`config.mk`:
```
export PLATFORM = sky130hd
export DESIGN_NAME = shifting_array_store_core
export DESIGN_NICKNAME = d
export VERILOG_FILES = /design/src/sas_pkg.sv /design/src/shifting_array_store_core.sv /design/src/sas_mem.sv /design/src/sas_seq.sv
export SDC_FILE = /design/constraint.sdc
export NUM_CORES = 2
export LEC_CHECK = 0
export BUFFER_PORTS_ARGS = -buffer_cell sky130_fd_sc_hd__buf_4
export CAP_MARGIN = 20
export CORE_ASPECT_RATIO = 1.75
export CORE_MARGIN = 8
export CORE_UTILIZATION = 56
export DETAILED_ROUTE_END_ITERATION = 8
export MAX_ROUTING_LAYER = met4
export PLACE_DENSITY = 0.73
export SLEW_MARGIN = 20
export SYNTH_ARGS = -nofsm -noshare
export SYNTH_HDL_FRONTEND = slang
export SYNTH_SLANG_ARGS = --single-unit
```
`constraint.sdc`:
```
create_clock -name clk -period 5.3 [get_ports clk]
set_input_delay 0.265 -clock clk [delete_from_list [all_inputs] [get_ports clk]]
set_output_delay 0.265 -clock clk [all_outputs]
set_load 0.05 [all_outputs]
```
`src/sas_pkg.sv`:
```
// Package for the shifting array store: codes, states, word types and defaults.
// Used by every module of the block; depends on nothing.
`default_nettype none

package sas_pkg;

	localparam int CAPACITY_DEF = 64;
	localparam int DATA_W       = 32;

	typedef enum logic [2:0] {
		FN_GET      = 3'd0,
		FN_PUSH     = 3'd1,
		FN_APPEND   = 3'd2,
		FN_POP      = 3'd3,
		FN_TRUNCATE = 3'd4
	} func_t;

	typedef enum logic [1:0] {
		STS_DONE  = 2'd0,
		STS_FULL  = 2'd1,
		STS_EMPTY = 2'd2
	} status_t;

	typedef enum logic [2:0] {
		ST_CLEAR,
		ST_IDLE,
		ST_GET,
		ST_SHIFT,
		ST_HEAD,
		ST_FINISH
	} state_t;

	typedef struct packed {
		logic [2:0]               func;
		logic signed [DATA_W-1:0] value;
		logic [5:0]               index;
	} op_word_t;

	typedef struct packed {
		logic signed [DATA_W-1:0] read_value;
		logic [6:0]               count;
		logic [1:0]               status;
	} res_word_t;

	typedef struct packed {
		logic wr_en;
		logic rd_en;
	} mem_ctl_t;

	typedef struct packed {
		logic busy;
		logic done;
	} seq_sts_t;

endpackage

`default_nettype wire

```
`src/shifting_array_store_core.sv`:
```
// Top level of the shifting array store: handshakes, result register, sequencer and memory.
// Depends on sas_pkg, sas_mem and sas_seq.
//
//   Channel | Valid     | Stall     | Word
//   op      | op_valid  | op_stall  | op  (func, value, index)
//   res     | res_valid | res_stall | res (read_value, count, status)
//
// Get reads its slot through the registered read port; append, truncate, unused codes and
// refused words need no memory read. Pop front and push front onto a nonempty store move
// each held word through the memory read and write ports, one word at a time.
// After reset a clearing pass writes zero to all CAPACITY slots, one per cycle, with
// op_stall high. A result waits in its own register, so a stalled res channel holds up
// the sequencer only when a second result is ready.
`default_nettype none

module shifting_array_store_core #(
	parameter int CAPACITY = sas_pkg::CAPACITY_DEF
) (
	input  wire                 clk,
	input  wire                 arst_n,
	input  wire                 op_valid,
	output logic                op_stall,
	input  sas_pkg::op_word_t   op,
	output logic                res_valid,
	input  wire                 res_stall,
	output sas_pkg::res_word_t  res
);

	localparam int AW = (CAPACITY > 1) ? $clog2(CAPACITY) : 1;
	localparam int CW = $clog2(CAPACITY + 1);

	sas_pkg::seq_sts_t          seq_sts;
	sas_pkg::res_word_t         seq_res;
	sas_pkg::mem_ctl_t          mem_ctl;
	logic [AW-1:0]              waddr, raddr;
	logic [sas_pkg::DATA_W-1:0] wdata, rdata;
	logic                       accept, out_free;
	logic                       res_valid_q;
	sas_pkg::res_word_t         res_q;

	assign op_stall = seq_sts.busy;
	assign accept   = op_valid && !op_stall;
	assign out_free = !res_valid_q || !res_stall;

	sas_seq #(
		.CAPACITY (CAPACITY),
		.AW       (AW),
		.CW       (CW)
	) u_seq (
		.clk      (clk),
		.arst_n   (arst_n),
		.accept   (accept),
		.op       (op),
		.out_free (out_free),
		.sts      (seq_sts),
		.res      (seq_res),
		.mem_ctl  (mem_ctl),
		.waddr    (waddr),
		.wdata    (wdata),
		.raddr    (raddr),
		.rdata    (rdata)
	);

	sas_mem #(
		.DEPTH (CAPACITY),
		.AW    (AW)
	) u_mem (
		.clk   (clk),
		.ctl   (mem_ctl),
		.waddr (waddr),
		.wdata (wdata),
		.raddr (raddr),
		.rdata (rdata)
	);

	always_ff @(posedge clk or negedge arst_n) begin
		if (!arst_n) begin
			res_valid_q <= 1'b0;
		end else if (seq_sts.done) begin
			res_valid_q <= 1'b1;
		end else if (!res_stall) begin
			res_valid_q <= 1'b0;
		end
	end

	always_ff @(posedge clk) begin
		if (seq_sts.done) begin
			res_q <= seq_res;
		end
	end

	assign res_valid = res_valid_q;
	assign res       = res_q;

	a_busy_after_accept: assert property (@(posedge clk) disable iff (!arst_n)
		accept |=> op_stall)
		else $error("sequencer took a second word before finishing the first");

	a_full_reads_zero: assert property (@(posedge clk) disable iff (!arst_n)
		(res_valid && res.status == sas_pkg::STS_FULL) |-> (res.read_value == '0))
		else $error("dropped insert returned a nonzero read value");

	a_empty_count_zero: assert property (@(posedge clk) disable iff (!arst_n)
		(res_valid && res.status == sas_pkg::STS_EMPTY) |-> (res.count == '0))
		else $error("empty status reported with a nonzero count");

	a_no_overwrite: assert property (@(posedge clk) disable iff (!arst_n)
		(res_valid && res_stall) |-> !seq_sts.done)
		else $error("result register overwritten while stalled");

endmodule

`default_nettype wire

```
`src/sas_mem.sv`:
```
// Slot memory of the shifting array store: one write port, one registered read port.
// Depends on sas_pkg.
`default_nettype none

module sas_mem #(
	parameter int DEPTH = sas_pkg::CAPACITY_DEF,
	parameter int AW    = (DEPTH > 1) ? $clog2(DEPTH) : 1
) (
	input  wire                          clk,
	input  sas_pkg::mem_ctl_t            ctl,
	input  wire  [AW-1:0]                waddr,
	input  wire  [sas_pkg::DATA_W-1:0]   wdata,
	input  wire  [AW-1:0]                raddr,
	output logic [sas_pkg::DATA_W-1:0]   rdata
);

	logic [sas_pkg::DATA_W-1:0] mem [DEPTH];
	logic [sas_pkg::DATA_W-1:0] rdata_q;

	always_ff @(posedge clk) begin
		if (ctl.wr_en) begin
			mem[waddr] <= wdata;
		end
	end

	always_ff @(posedge clk) begin
		if (ctl.rd_en) begin
			rdata_q <= mem[raddr];
		end
	end

	assign rdata = rdata_q;

endmodule

`default_nettype wire

```
`src/sas_seq.sv`:
```
// Sequencer of the shifting array store: walks the slot memory for each operation.
// Depends on sas_pkg; drives one sas_mem port pair.
`default_nettype none

module sas_seq #(
	parameter int CAPACITY = sas_pkg::CAPACITY_DEF,
	parameter int AW       = (CAPACITY > 1) ? $clog2(CAPACITY) : 1,
	parameter int CW       = $clog2(CAPACITY + 1)
) (
	input  wire                          clk,
	input  wire                          arst_n,
	input  wire                          accept,
	input  sas_pkg::op_word_t            op,
	input  wire                          out_free,
	output sas_pkg::seq_sts_t            sts,
	output sas_pkg::res_word_t           res,
	output sas_pkg::mem_ctl_t            mem_ctl,
	output logic [AW-1:0]                waddr,
	output logic [sas_pkg::DATA_W-1:0]   wdata,
	output logic [AW-1:0]                raddr,
	input  wire  [sas_pkg::DATA_W-1:0]   rdata
);

	sas_pkg::state_t            state_q, state_d;
	logic [2:0]                 func_q, func_d;
	logic [sas_pkg::DATA_W-1:0] value_q, value_d;
	logic [sas_pkg::DATA_W-1:0] rv_q, rv_d;
	logic [1:0]                 sts_q, sts_d;
	logic [CW-1:0]              count_q, count_d;
	logic [AW-1:0]              ptr_q, ptr_d;
	logic                       full, empty, idx_ok;

	assign full   = (count_q == CW'(CAPACITY));
	assign empty  = (count_q == '0);
	assign idx_ok = ({26'd0, op.index} < 32'(CAPACITY));

	always_ff @(posedge clk or negedge arst_n) begin
		if (!arst_n) begin
			state_q <= sas_pkg::ST_CLEAR;
			count_q <= '0;
			ptr_q   <= '0;
		end else begin
			state_q <= state_d;
			count_q <= count_d;
			ptr_q   <= ptr_d;
		end
	end

	always_ff @(posedge clk) begin
		func_q  <= func_d;
		value_q <= value_d;
		rv_q    <= rv_d;
		sts_q   <= sts_d;
	end

	always_comb begin
		state_d  = state_q;
		func_d   = func_q;
		value_d  = value_q;
		rv_d     = rv_q;
		sts_d    = sts_q;
		count_d  = count_q;
		ptr_d    = ptr_q;
		mem_ctl  = '0;
		waddr    = ptr_q;
		wdata    = value_q;
		raddr    = ptr_q;
		sts.busy = 1'b1;
		sts.done = 1'b0;
		case (state_q)
			sas_pkg::ST_CLEAR: begin
				mem_ctl.wr_en = 1'b1;
				wdata         = '0;
				if (ptr_q == AW'(CAPACITY - 1)) begin
					state_d = sas_pkg::ST_IDLE;
				end else begin
					ptr_d = ptr_q + AW'(1);
				end
			end
			sas_pkg::ST_IDLE: begin
				sts.busy = 1'b0;
				if (accept) begin
					func_d  = op.func;
					value_d = op.value;
					rv_d    = '0;
					sts_d   = sas_pkg::STS_DONE;
					state_d = sas_pkg::ST_FINISH;
					case (op.func)
						sas_pkg::FN_GET: begin
							if (idx_ok) begin
								mem_ctl.rd_en = 1'b1;
								raddr         = AW'(op.index);
								state_d       = sas_pkg::ST_GET;
							end
						end
						sas_pkg::FN_PUSH: begin
							if (full) begin
								sts_d = sas_pkg::STS_FULL;
							end else if (empty) begin
								mem_ctl.wr_en = 1'b1;
								waddr         = '0;
								wdata         = op.value;
								count_d       = count_q + CW'(1);
							end else begin
								mem_ctl.rd_en = 1'b1;
								raddr         = AW'(count_q - CW'(1));
								ptr_d         = AW'(count_q - CW'(1));
								state_d       = sas_pkg::ST_SHIFT;
							end
						end
						sas_pkg::FN_APPEND: begin
							if (full) begin
								sts_d = sas_pkg::STS_FULL;
							end else begin
								mem_ctl.wr_en = 1'b1;
								waddr         = AW'(count_q);
								wdata         = op.value;
								count_d       = count_q + CW'(1);
							end
						end
						sas_pkg::FN_POP: begin
							if (empty) begin
								sts_d = sas_pkg::STS_EMPTY;
							end else if (count_q == CW'(1)) begin
								count_d = '0;
							end else begin
								mem_ctl.rd_en = 1'b1;
								raddr         = AW'(1);
								ptr_d         = AW'(1);
								state_d       = sas_pkg::ST_SHIFT;
							end
						end
						sas_pkg::FN_TRUNCATE: begin
							if (empty) begin
								sts_d = sas_pkg::STS_EMPTY;
							end else begin
								count_d = count_q - CW'(1);
							end
						end
						default: begin
						end
					endcase
				end
			end
			sas_pkg::ST_GET: begin
				rv_d    = rdata;
				state_d = sas_pkg::ST_FINISH;
			end
			sas_pkg::ST_SHIFT: begin
				mem_ctl.wr_en = 1'b1;
				wdata         = rdata;
				if (func_q == sas_pkg::FN_PUSH) begin
					waddr = ptr_q + AW'(1);
					if (ptr_q != '0) begin
						mem_ctl.rd_en = 1'b1;
						raddr         = ptr_q - AW'(1);
						ptr_d         = ptr_q - AW'(1);
					end else begin
						state_d = sas_pkg::ST_HEAD;
					end
				end else begin
					waddr = ptr_q - AW'(1);
					if (ptr_q != AW'(count_q - CW'(1))) begin
						mem_ctl.rd_en = 1'b1;
						raddr         = ptr_q + AW'(1);
						ptr_d         = ptr_q + AW'(1);
					end else begin
						count_d = count_q - CW'(1);
						state_d = sas_pkg::ST_FINISH;
					end
				end
			end
			sas_pkg::ST_HEAD: begin
				mem_ctl.wr_en = 1'b1;
				waddr         = '0;
				wdata         = value_q;
				count_d       = count_q + CW'(1);
				state_d       = sas_pkg::ST_FINISH;
			end
			sas_pkg::ST_FINISH: begin
				if (out_free) begin
					sts.done = 1'b1;
					state_d  = sas_pkg::ST_IDLE;
				end
			end
			default: begin
				state_d = sas_pkg::ST_IDLE;
			end
		endcase
	end

	assign res.read_value = rv_q;
	assign res.count      = 7'(count_q);
	assign res.status     = sts_q;

endmodule

`default_nettype wire
```
# --- Yosys cells after proc, flatten, opt, wreduce, memory -nomap -nowiden ---
# Memory sizes are Yosys's and may differ from the RTL's. A register that Yosys moved wholly into a read port is not among the register bits.
# Cells that the tools add are included.
totals:
  regBits: 127
  mem_bits_rw: 2048
  out_inout_bits: 43
  word_cells: 143
  memories: 1
classes:
  n_addsub: 4
  eq_ne: 31
  muxes: 76
  reduce_logical: 20
mem_list:
  columns: ["name", "depth", "width", "rd", "rd_clocked_by_memory_dff", "write_ports", "line_no", "text"]
  rows:
  - ["u_mem.mem", 64, 32, 1, 1, 1, "sas_mem.sv:17", "logic [sas_pkg::DATA_W-1:0] mem [DEPTH];"]
op_table:
  columns: ["op", "count"]
  rows:
  - ["$mux W32", 5]
  - ["$pmux W32 S2", 2]
  - ["$pmux W32 S3", 1]
  - ["$mux W6", 15]
  - ["$mux W7", 9]
  - ["$pmux W6 S3", 3]
  - ["$pmux W6 S2", 3]
  - ["$mux W3", 10]
  - ["$pmux W7 S4", 1]
  - ["$pmux W7 S3", 1]
  - ["$mux W1", 16]
  - ["$ne A3 B3 Y1 const B", 5]
  - ["$pmux W3 S5", 1]
  - ["$eq A3 B2 Y1 const B", 4]
  - ["$reduce_and A11 Y1", 1]
  - ["$ne A2 B2 Y1 const B", 5]
  - ["$eq A3 B1 Y1 const B", 3]
  - ["$eq A3 B3 Y1 const B", 3]
  - ["$ne A3 B2 Y1 const B", 3]
  - ["$pmux W3 S3", 1]
  - ["$add A7 B1 Y7 const B", 1]
  - ["$eq A7 B1 Y1 const B", 1]
  - ["$eq A7 B7 Y1 const B", 1]
  - ["$logic_not A7 Y1", 1]
  - ["24 further kinds", 35]

# --- Depth between registers and ports, before layout ---
logic_depth:
  word_depth: 8
  ltp_mapped: 19

# --- Modules after synthesis ---
# Synthesis repeated with hierarchy kept, for this count alone.
hier_totals:
  hier_cells: 4105
  hier_area_um2: 85985.0
modules_own_cells:
  columns: ["module", "n_inst", "cells_each", "area_each_um2", "seq_area_each_um2"]
  rows:
  - ["sas_mem", 1, 3511, 79359.9, 62459.9]
  - ["sas_seq", 1, 549, 5351.4, 2472.4]
  - ["shifting_array_store_core", 1, 45, 1273.7, 1256.2]

# --- Least setup slack after synthesis ---
# OpenSTA, ideal clock, no wires.
synth_timing:
  path_type: "reg-to-reg"
  start: "reg u_seq.count_q[2]"
  end: "mem u_mem.mem[0][0] (netlist bit) (enable)"
  setup_ns: 0.421
  arrival_ns: 4.387
  t_required_ns: 4.879
  path_slack_ns: 0.492
  stages_incl_launch_ff: 12
  n_path_buf: 2
  synth_period_minus_slack_ns: 4.808
  cell_sequence: "dfrtp_1 or4_1 buf_2 nor2_1 nand3_1 a211oi_1 clkbuf_1 o21ai_0 a222oi_1 and3_1 nand2_1 nor2_1"
synth_via:
  elab_chain_cells: 8
  elab_cells_between_ends: 16
  cone_classes: "eq/ne (1); mux (14); reduce/logical (1)"
synth_lines:
  columns: ["element", "line_no", "text"]
  rows:
  - ["start, declared", "sas_seq.sv:29", "logic [CW-1:0] count_q, count_d;"]
  - ["start signal, assigned", "sas_seq.sv:44", "count_q <= count_d;"]
  - ["$logic_not A7 Y1", "sas_seq.sv:34", "assign empty = (count_q == '0);"]
  - ["$mux W1", "sas_seq.sv:99", "end else if (empty) begin"]
  - ["$mux W2", "sas_seq.sv:97", "if (full) begin"]
  - ["$pmux W1 S2", "sas_seq.sv:88", "case (op.func)"]
  - ["$mux W2", "sas_seq.sv:82", "if (accept) begin"]
  - ["$pmux W1 S2", "sas_seq.sv:70", "case (state_q)"]
  - ["$mux W1", "sas_mem.sv:21", "if (ctl.wr_en) begin"]
  - ["$mux W1 (implied by the code)", "sas_mem.sv:22", "mem[waddr] <= wdata;"]
  - ["end, declared", "sas_mem.sv:17", null]
# Parallel ways exist; a longest one is shown, timed or not.

# --- Worst setup path after layout ---
layout_timing:
  start: "reg u_seq.state_q[0]"
  end: "reg u_mem.rdata_q, in the netlist u_mem.rdata[26], read port of u_mem.mem, data pin"
layout_via:
  elab_chain_cells: 4
  elab_cells_between_ends: 7
  cone_classes: "eq/ne (2); mux (4); reduce/logical (1)"
layout_lines:
  columns: ["element", "line_no", "text"]
  rows:
  - ["start, declared", "sas_seq.sv:24", "sas_pkg::state_t state_q, state_d;"]
  - ["start signal, assigned", "sas_seq.sv:39", "state_q <= sas_pkg::ST_CLEAR;"]
  - ["start signal, assigned", "sas_seq.sv:43", "state_q <= state_d;"]
  - ["$eq A3 B1 Y1", "sas_seq.sv:70", null]
  - ["$logic_and A1 B1 Y1", "shifting_array_store_core.sv:42", "assign accept = op_valid && !op_stall;"]
  - ["$mux W6 / $mux W2 (equally long branches)", "sas_seq.sv:82", null]
  - ["$pmux W6 S2 / $pmux W1 S2 (equally long branches)", "sas_seq.sv:70", null]
  - ["end, declared", "sas_mem.sv:18", "logic [sas_pkg::DATA_W-1:0] rdata_q;"]
# Parallel ways exist; a longest one is shown, timed or not.
# A chain may end at the register's enable or synchronous reset.

==> results.md <==
- Vias: 58683
- CTS H-tree depth: 4
- GR Overflow Total: 0
- RSZ-0062 raised after global routing: false
- Share of layout cells above drive strength 1: 14.4%
- Worst reg2reg path depth: 11
- Non-Filler Instances: 8976
- Synthesized Nets: 6477
- CTS Buffer Depth: 4
- Fin nets: 6831
- Fmax: 195 MHz
- Combinational share of power: 45.8%
- VDD IR max: 0.465 mV
- Net Sw Frac: 41.6%
- Die Wd: 316 µm
- Clk_lat worst skew: 0.83 ns
- Psw: 28.8 mW
- Post-route design area: 102000 µm²
- Slew headroom: 20.8%
- Crit path arrival time: 5.62 ns
- Largest net degree at the start of global routing: 92
- Hold_ws: 0.0628 ns
- CTS clk-pin slew, worst paths: 0.07 ns
- Max_cap viols: 0
- Final Max Tran Viols: 0
- Clock Sink Count: 2207
- Initial DRC count: 8231
- Final HPWL DP: 168 mm
- HP Class: input port to async pin
- Vias per Instance: 6.54
- Number of CTS-inserted buffers: 186
- Fin crit period: 5.13 ns
- Pwr dens: 680 nW/µm²
- Worst Path Max Fanout: 58
- Hold Vio Cnt, Final: 0
- EDFF count, synth: 2190
- Required @ worst endpoint: 5.79 ns
- Clock power frac: 19.1%
- Die area: 171000 µm²
- Reg2reg setup slack: 0.17 ns
- Worst reg2reg path endpoint: u_mem.rdata[26]$_DFFE_PP_
- DR DRC count: 0
- Core Area: 157000 µm²
- GRT Total Usage: 31.8%
- Tcrit/Tclk final: 96.7%
- Mapped Cells: 6426
- FF+latch count, synth: 2207
- WL final: 270 mm
- Slew @ Worst Pin: 1.19 ns
- Clk root buf: clkbuf_16
- First drt pass iteration count: 9
- Number of global-route vias before repair: 57439
- CP Capture Type: flop
- Max Clock Skew: 0.0678 ns
- FFs w/ async S/R, synth: 0.770%
- Syn Std Cell Area: 88400 µm²
- IO Count: 88
- Placed insts: 8600
- Post-synth top flop: edfxtp_1
- Avg WL per Cell: 30.1 µm
- Site Rows: 193
- Flop pwr share: 35.2%
- First-pass GRT wire length: 386 mm
- Avg Cell Area, Syn: 13.8 µm²
- Placed inst area: 95600 µm²
- Synth warn: 0
- CP Launch Type: flop
- Initial core utilization: 56.2%
- Outcome: finished, final reports clean
- Reg2reg start: u_seq.state_q[0]$_DFFE_PN0P_
- Final setup vio count: 0
- Leakage: 34.6 nW
- Unique masters post-synth: 88
- Area growth, synth to finish: 15.1%
- IO buf count: 87
- Post-DRT Antenna Nets: 0
- Post-synthesis sequential area ratio: 74.9%
- Initial antenna violation count: 11
- CP Class: flop to flop
- Die H: 542 µm
- Routability cong.: 0.979
- Pint: 40.4 mW
- CTS tree: built
[power groups by stage]
stage | Combinational, mW | Clock (mW) | Sequential (mW)
floorplan | 18.0 | 0 | 24.5
global placement | 30.1 | 0 | 24.6
detailed placement | 30.8 | 0 | 24.6
CTS | 31.0 | 13.2 | 24.3
global route | 33.4 | 13.8 | 24.3
finish | 31.7 | 13.2 | 24.3
[cell families (layout without fill, tap and decap cells)]
| group | count (synthesis) | in the layout | synth area share [%] |
|---|---|---|---|
| compound gates | 918 | 918 | 6.81 |
| xor+xnor | 15 | 15 | 0.181 |
| fa+ha+maj | 6 | 6 | 0.0849 |
| buf+inv | 460 | 953 | 2.62 |
| flops | 2207 | 2207 | 74.9 |
| mux | 164 | 164 | 2.16 |
| other cells | 0 | 10 | 0 |
| simple gates | 2656 | 2656 | 13.3 |
[repair_timing]
action                     CTS  global route
setup endpoints to repair    1             5
setup buffers                0             0
resized for setup            1             2
pin swaps                    0             0
hold endpoints to repair    71             0
hold buffers                38             0
[final cells by class]
class,instances,area [µm²]
diodes,10,25.0
clock buffers,227,4890
clock inverters,100,807
fillers,10847,55700
inverters,47,180
multi-input cells,3759,20500
flip-flops and latches,2207,66200
well taps,2047,2560
repair buffers,579,6540
[through the flow]
stage / TNS [ns] / setup slack, ns / utilization (%) / total power [mW]
after floorplan: 0 / 0.492 / - / 42.5
after global placement: 0 / 0.0779 / 60.7 / 54.7
after detailed placement: -0.0522 / -0.0522 / 60.7 / 55.4
after CTS: 0 / 0.0871 / 64.6 / 68.5
after global routing: 0 / 0.0155 / 64.6 / 71.5
final: 0 / 0.173 / 64.6 / 69.2
[worst max path at each step]
stage                                end                         start  depth (start not counted)  slack (ns)
6_report       u_mem.rdata[26]$_DFFE_PP_  u_seq.state_q[0]$_DFFE_PN0P_                         11        0.17
5_1_grt        u_mem.rdata[26]$_DFFE_PP_  u_seq.count_q[1]$_DFFE_PN0P_                         13        0.02
4_1_cts         u_mem.rdata[4]$_DFFE_PP_  u_seq.count_q[2]$_DFFE_PN0P_                         16        0.09
3_5_place_dp   u_mem.rdata[26]$_DFFE_PP_  u_seq.count_q[2]$_DFFE_PN0P_                         11       -0.05
3_3_place_gp   u_mem.rdata[26]$_DFFE_PP_  u_seq.count_q[2]$_DFFE_PN0P_                         11        0.08
2_1_floorplan  u_mem.mem[0][0]$_DFFE_PP_  u_seq.count_q[2]$_DFFE_PN0P_                         11        0.49
[layout by cell type, fill, tap and decap left out, drive strengths merged, types with 13 or more instances in the layout]
cell type and count:
inv 46, a21oi 326, nand4 72, nor2 121
mux4 18, a32oi 39, a22oi 42, bufinv 13
o22ai 18, a32o 21, nand3 630, a221o 13
o21ai 112, buf 542, and2 42, a222oi 33
o211ai 54, a2111oi 25, a311oi 20, clkbuf 227
mux2i 109, dlygate4sd3 37, dfrtp 17, or3 29
a211oi 25, nand2 1569, a31oi 114, nor3 26
mux2 37, nor4 16, edfxtp 2190, clkinv 83
and3 112
[registers in the layout, indices dropped and copies added (netlist names)]
name	cells
u_mem.rdata	32
u_mem.mem	2048
u_seq.count_q	7
u_seq.sts_q	2
res	41
u_seq.rv_q	32
u_seq.ptr_q	6
res_valid	1
u_seq.value_q	32
u_seq.state_q	3
u_seq.func_q	3
[synth_stat cells, types with 47 or more instances]
cell type | number | area, µm²
a21oi_1 | 326 | 1630
a31oi_1 | 113 | 707
and3_1 | 112 | 701
buf_2 | 168 | 841
buf_4 | 53 | 398
clkbuf_1 | 140 | 526
edfxtp_1 | 2190 | 65800
inv_1 | 47 | 176
mux2i_1 | 109 | 1090
nand2_1 | 1569 | 5890
nand3_1 | 627 | 3140
nand4_1 | 72 | 450
nor2_1 | 116 | 435
o211ai_1 | 51 | 383
o21ai_0 | 99 | 495
[worst max-delay path, stage by stage (launching register included)]
cell       delay, ns
dfrtp_1         0.53
nand4bb_2       0.33
a2111oi_0       0.95
o221ai_1        0.27
a221o_1         0.45
o211ai_4        0.22
buf_12          0.22
buf_12          0.29
mux4_2          0.58
a22o_1          0.23
nor3_2          0.53
nand3_1         0.18
[metal layers]
metal / vias up / GRT usage, % / part of all wire (%)
met5: - / - / 0
met4: 0 / 20.6 / 7.7
met3: 952 / 6.03 / 11
met2: 4055 / 51.6 / 49
met1: 28846 / 36.2 / 32
li1: 24830 / - / -
No activity file was read; power rests on OpenSTA's default activity.
